--- src/rtl/core/phmd_pkg.sv ---
`default_nettype none

package phmd_pkg;

  localparam int CHAR_W  = 7;
  localparam int DIGIT_W = 6;
  localparam int HASH_W  = 30;

  localparam logic [HASH_W-1:0]  HASH_PRIME  = 30'd1000000007;
  localparam logic [HASH_W-1:0]  HASH_RESET  = 30'd0;
  localparam logic [HASH_W-1:0]  POWER_RESET = 30'd1;
  localparam logic [8:0]         HASH_BASE   = 9'd313;
  // floor(2^39 / prime), for the quotient estimate of a 39-bit product
  localparam logic [9:0]         BARRETT_R   = 10'd549;
  // (n * DIV10_MAGIC) >> 35 == n / 10 for any 32-bit n
  localparam logic [31:0]        DIV10_MAGIC = 32'hCCCCCCCD;
  localparam logic [DIGIT_W-1:0] ASCII_ZERO  = 6'd48;

  typedef enum logic [3:0] {
    OP_NONE,
    OP_LATCH,
    OP_MUL_TERM,
    OP_MUL_POW,
    OP_QEST,
    OP_SUBQ,
    OP_FIX_TERM,
    OP_FIX_POW,
    OP_DIV_Q,
    OP_EMIT,
    OP_EMIT_EMPTY
  } phmd_op_t;

  typedef struct packed {
    phmd_op_t op;
  } phmd_cmd_t;

  typedef struct packed {
    logic has_char;
    logic end_of_string;
    logic r_ge_p;
    logic acc_zero;
    logic dq_zero;
    logic out_free;
  } phmd_stat_t;

endpackage

`default_nettype wire

--- src/rtl/core/phmd_ctrl.sv ---
`default_nettype none

module phmd_ctrl
  import phmd_pkg::*;
(
  input  wire logic       clk,
  input  wire logic       rst_n,
  input  wire logic       in_valid,
  output logic            in_ready,
  input  wire phmd_stat_t stat,
  output phmd_cmd_t       cmd
);

  typedef enum logic [3:0] {
    S_IDLE,
    S_DISPATCH,
    S_MUL,
    S_QEST,
    S_SUBQ,
    S_FIX,
    S_END,
    S_DIVQ,
    S_EMIT,
    S_EMPTY
  } state_t;

  state_t state_r, state_nxt;
  logic   pow_r, pow_nxt;
  logic   in_ready_r;

  assign in_ready = in_ready_r;

  always_comb begin
    state_nxt = state_r;
    pow_nxt   = pow_r;
    cmd.op    = OP_NONE;
    case (state_r)
      S_IDLE: begin
        cmd.op = OP_LATCH;
        if (in_valid && in_ready_r) begin
          state_nxt = S_DISPATCH;
        end
      end
      S_DISPATCH: begin
        pow_nxt = 1'b0;
        if (stat.has_char) begin
          state_nxt = S_MUL;
        end else if (stat.end_of_string) begin
          state_nxt = S_END;
        end else begin
          state_nxt = S_IDLE;
        end
      end
      S_MUL: begin
        cmd.op    = pow_r ? OP_MUL_POW : OP_MUL_TERM;
        state_nxt = S_QEST;
      end
      S_QEST: begin
        cmd.op    = OP_QEST;
        state_nxt = S_SUBQ;
      end
      S_SUBQ: begin
        cmd.op    = OP_SUBQ;
        state_nxt = S_FIX;
      end
      S_FIX: begin
        cmd.op = pow_r ? OP_FIX_POW : OP_FIX_TERM;
        if (!stat.r_ge_p) begin
          if (!pow_r) begin
            pow_nxt   = 1'b1;
            state_nxt = S_MUL;
          end else if (stat.end_of_string) begin
            state_nxt = S_END;
          end else begin
            state_nxt = S_IDLE;
          end
        end
      end
      S_END: begin
        state_nxt = stat.acc_zero ? S_EMPTY : S_DIVQ;
      end
      S_DIVQ: begin
        cmd.op    = OP_DIV_Q;
        state_nxt = S_EMIT;
      end
      S_EMIT: begin
        if (stat.out_free) begin
          cmd.op    = OP_EMIT;
          state_nxt = stat.dq_zero ? S_IDLE : S_DIVQ;
        end
      end
      S_EMPTY: begin
        if (stat.out_free) begin
          cmd.op    = OP_EMIT_EMPTY;
          state_nxt = S_IDLE;
        end
      end
      default: begin
        state_nxt = S_IDLE;
      end
    endcase
  end

  always_ff @(posedge clk) begin
    if (!rst_n) begin
      state_r    <= S_IDLE;
      pow_r      <= 1'b0;
      in_ready_r <= 1'b0;
    end else begin
      state_r    <= state_nxt;
      pow_r      <= pow_nxt;
      in_ready_r <= (state_nxt == S_IDLE);
    end
  end

  // ready only while parked in idle
  a_ready_idle: assert property (@(posedge clk) disable iff (!rst_n)
    in_ready_r |-> (state_r == S_IDLE))
    else $error("ready raised outside idle");

  // a transaction always moves to dispatch
  a_accept_dispatch: assert property (@(posedge clk) disable iff (!rst_n)
    (in_valid && in_ready_r) |=> (state_r == S_DISPATCH))
    else $error("accepted transaction not dispatched");

  // emit ops only issued with a free output slot
  a_emit_free: assert property (@(posedge clk) disable iff (!rst_n)
    (cmd.op == OP_EMIT || cmd.op == OP_EMIT_EMPTY) |-> stat.out_free)
    else $error("emit into a full output register");

endmodule

`default_nettype wire

--- config.mk ---
export PLATFORM = sky130hd
export DESIGN_NAME = phmd_ctrl
export DESIGN_NICKNAME = d
export VERILOG_FILES = /design/src/rtl/core/phmd_pkg.sv /design/src/rtl/core/phmd_ctrl.sv
export SDC_FILE = /design/constraint.sdc
export NUM_CORES = 1
export LEC_CHECK = 0
export BUFFER_PORTS_ARGS = -buffer_cell sky130_fd_sc_hd__buf_2
export CORE_AREA = 2 2 39 41
export DETAILED_ROUTE_END_ITERATION = 16
export DIE_AREA = 0 0 41 43
export REMOVE_ABC_BUFFERS = 1
export SYNTH_ARGS = -nofsm -noshare
export SYNTH_HDL_FRONTEND = slang
export SYNTH_SLANG_ARGS = --single-unit
--- constraint.sdc ---
create_clock -name clk -period 3.5 [get_ports clk]
set_clock_uncertainty 0.1 [all_clocks]
set_input_delay 0.7 -clock clk [delete_from_list [all_inputs] [get_ports clk]]
set_output_delay 0.7 -clock clk [all_outputs]
set_load 0.05 [all_outputs]
==> impl_metrics.tcl <==
set metrics [dict create \
    outcome "completed" \
    cts-htree-levels 1 \
    ys_seq_area_frac 0.231 \
    maxCapViolations 0 \
    hold_viol_final 0 \
    insertion_delay_ns 0.24 \
    fin_ws_ns 1.11 \
    final.setup.tns_ns 0 \
    die_w_um 41 \
    final_nets 88 \
    drive_above_1_share 0.312 \
    grt_pass1_vias 447 \
    synth_edf_count 0 \
    syn-mean-instance-area_um2 7.99 \
    synth_cell_types 36 \
    syn_area_um2 519 \
    startpoint_type "flip-flop" \
    crit_fanout 14 \
    core_area_mm2 0.00138 \
    grt_max_degree 15 \
    rows 14 \
    powerDensity_mw_per_mm2 556 \
    min_period_ns 2.39 \
    die_h_um 43 \
    postSynth.asyncResetShare 0 \
    totalWireLength_um 1120 \
    synth_ff_type "dfxtp_1" \
    dpl.hpwl_um 865 \
    start_util 0.375 \
    placed_cells 90 \
    post_cts_buffers 0 \
    rsz0062_at_grt "no" \
    relSlewSlack 0.703 \
    grt_overflow 0 \
    ys_ff_latch 6 \
    numCtsBuffers 3 \
    grtUsageTotal 0.160 \
    antenna_cells 0 \
    final_common_cell "buf_2" \
    end_kind "output pin" \
    root_buffer "clkbuf_4" \
    period_share 0.683 \
    cts_buffer_depth 2 \
    finalNonFillerCells 93 \
    path_cells "or2b_2, o22ai_1, buf_2" \
    hold_path.class "flip-flop to flip-flop" \
    ioPinCount 14 \
    drt_iter0_drc 16 \
    p_leak_uw 0.000242 \
    clk_pin_slew_ns 0.04 \
    syn_inst 65 \
    crit_required_ns 2.70 \
    setup_violations 0 \
    clock-sinks 6 \
    drc_errors 0 \
    critical_path_arrival_ns 1.59 \
    drv_slew 0 \
    tightest_slew_ns 0.445 \
    gp_congestion 0.776 \
    critical-path-max-stage-delay_ns 0.55 \
    irDropWorstVdd_mv 0.232 \
    vias_per_cell 5.53 \
    area_growth_pct 13.5 \
    wl_per_cell_um 12.1 \
    port_buffers 13 \
    cp_slowest_cell "dfxtp_1" \
    antenna_found_initial 0 \
    detailroute.via_count 514 \
    ant_nets 0 \
    fmax_ghz 0.419 \
    preCtsSetupSlack_ns 1.37 \
    dieArea_mm2 0.00176 \
    post-route-util 0.426 \
    critical_path_class "flip-flop to output pin" \
    dr.pass1.iters 4 \
    layout_common_cells "13 x buf_2, 6 x a21oi_1, 6 x dfxtp_1" \
    cts_tree "yes" \
    yosysWarnings 0 \
    cts_resized 0 \
    grt_pass1_wl_um 1910 \
    hold_buffers 0 \
]
==> per-stage QoR <==
| stage | hold slack, ns | power, uW | cell area (um^2) |
|---|---|---|---|
| finish | 0.524 | 328 | 589 |
| global placement | 0.527 | 269 | 567 |
| floorplan | 0.464 | 231 | 482 |
| global route | 0.539 | 356 | 589 |
| CTS | 0.531 | 334 | 589 |
| detailed placement | 0.520 | 270 | 567 |
==> cell usage after synthesis, types with 3 or more instances <==
| master | n | area share |
|---|---|---|
| dfxtp_1 | 6 | 0.23 |
| a21oi_1 | 6 | 0.058 |
| nand2_1 | 3 | 0.022 |
| or2b_1 | 3 | 0.043 |
| o21ai_0 | 3 | 0.029 |
| and2_1 | 3 | 0.036 |
| inv_1 | 4 | 0.029 |
==> logic make-up (layout without fill, tap and decap cells) <==
logic type	after synthesis	in the layout	share of synthesized area
buffers and inverters	8	20	0.101
and+or+nand+nor	30	30	0.383
AOI/OAI and AO/OA	21	21	0.284
DFF	6	6	0.231
==> flip-flops by register name (all words and copies together) (netlist names) <==
signal    cells
state_r       4
in_ready      1
pow_r         1
==> report_power, final <==
| part | total, uW | switching [uW] | internal (uW) |
|---|---|---|---|
| sequential | 111 | 27.3 | 83.5 |
| combinational | 157 | 97.7 | 59.2 |
| clock | 60.0 | 21.5 | 38.5 |
| total | 328 | 146 | 181 |
==> worst max-delay path: cells and delay by family (launching register included) <==
family	cells	cell delay, ns
buffers and inverters	1	0.28
AO/OA/AOI/OAI	1	0.16
flip-flops	1	0.55
AND/OR/NAND/NOR	1	0.36
==> routing by layer <==
metal / part of all wire / GRT usage
met3: 0.037 / 0.0471
met1: 0.46 / 0.216
met2: 0.49 / 0.222
met4: 0.0089 / 0.0800
met5: 0 / 0
==> final cells by class <==
class / count / area, um^2
Clock buffer: 3 / 22.5
Fill cell: 151 / 795
Inverter: 4 / 15.0
Multi-Input combinational cell: 51 / 347
Sequential cell: 6 / 120
Tap cell: 16 / 20.0
Timing Repair Buffer: 13 / 65.1
==> final timing paths <==
kind	from	endpoint	cells after the start	slack [ns]
max	state_r[1]	cmd[1]	3	1.11
min	pow_r	pow_r	1	0.52
max reg2reg	state_r[1]	in_ready	4	1.78
min reg2reg	pow_r	pow_r	1	0.52
Note: power is estimated with default switching activity, not from simulation.
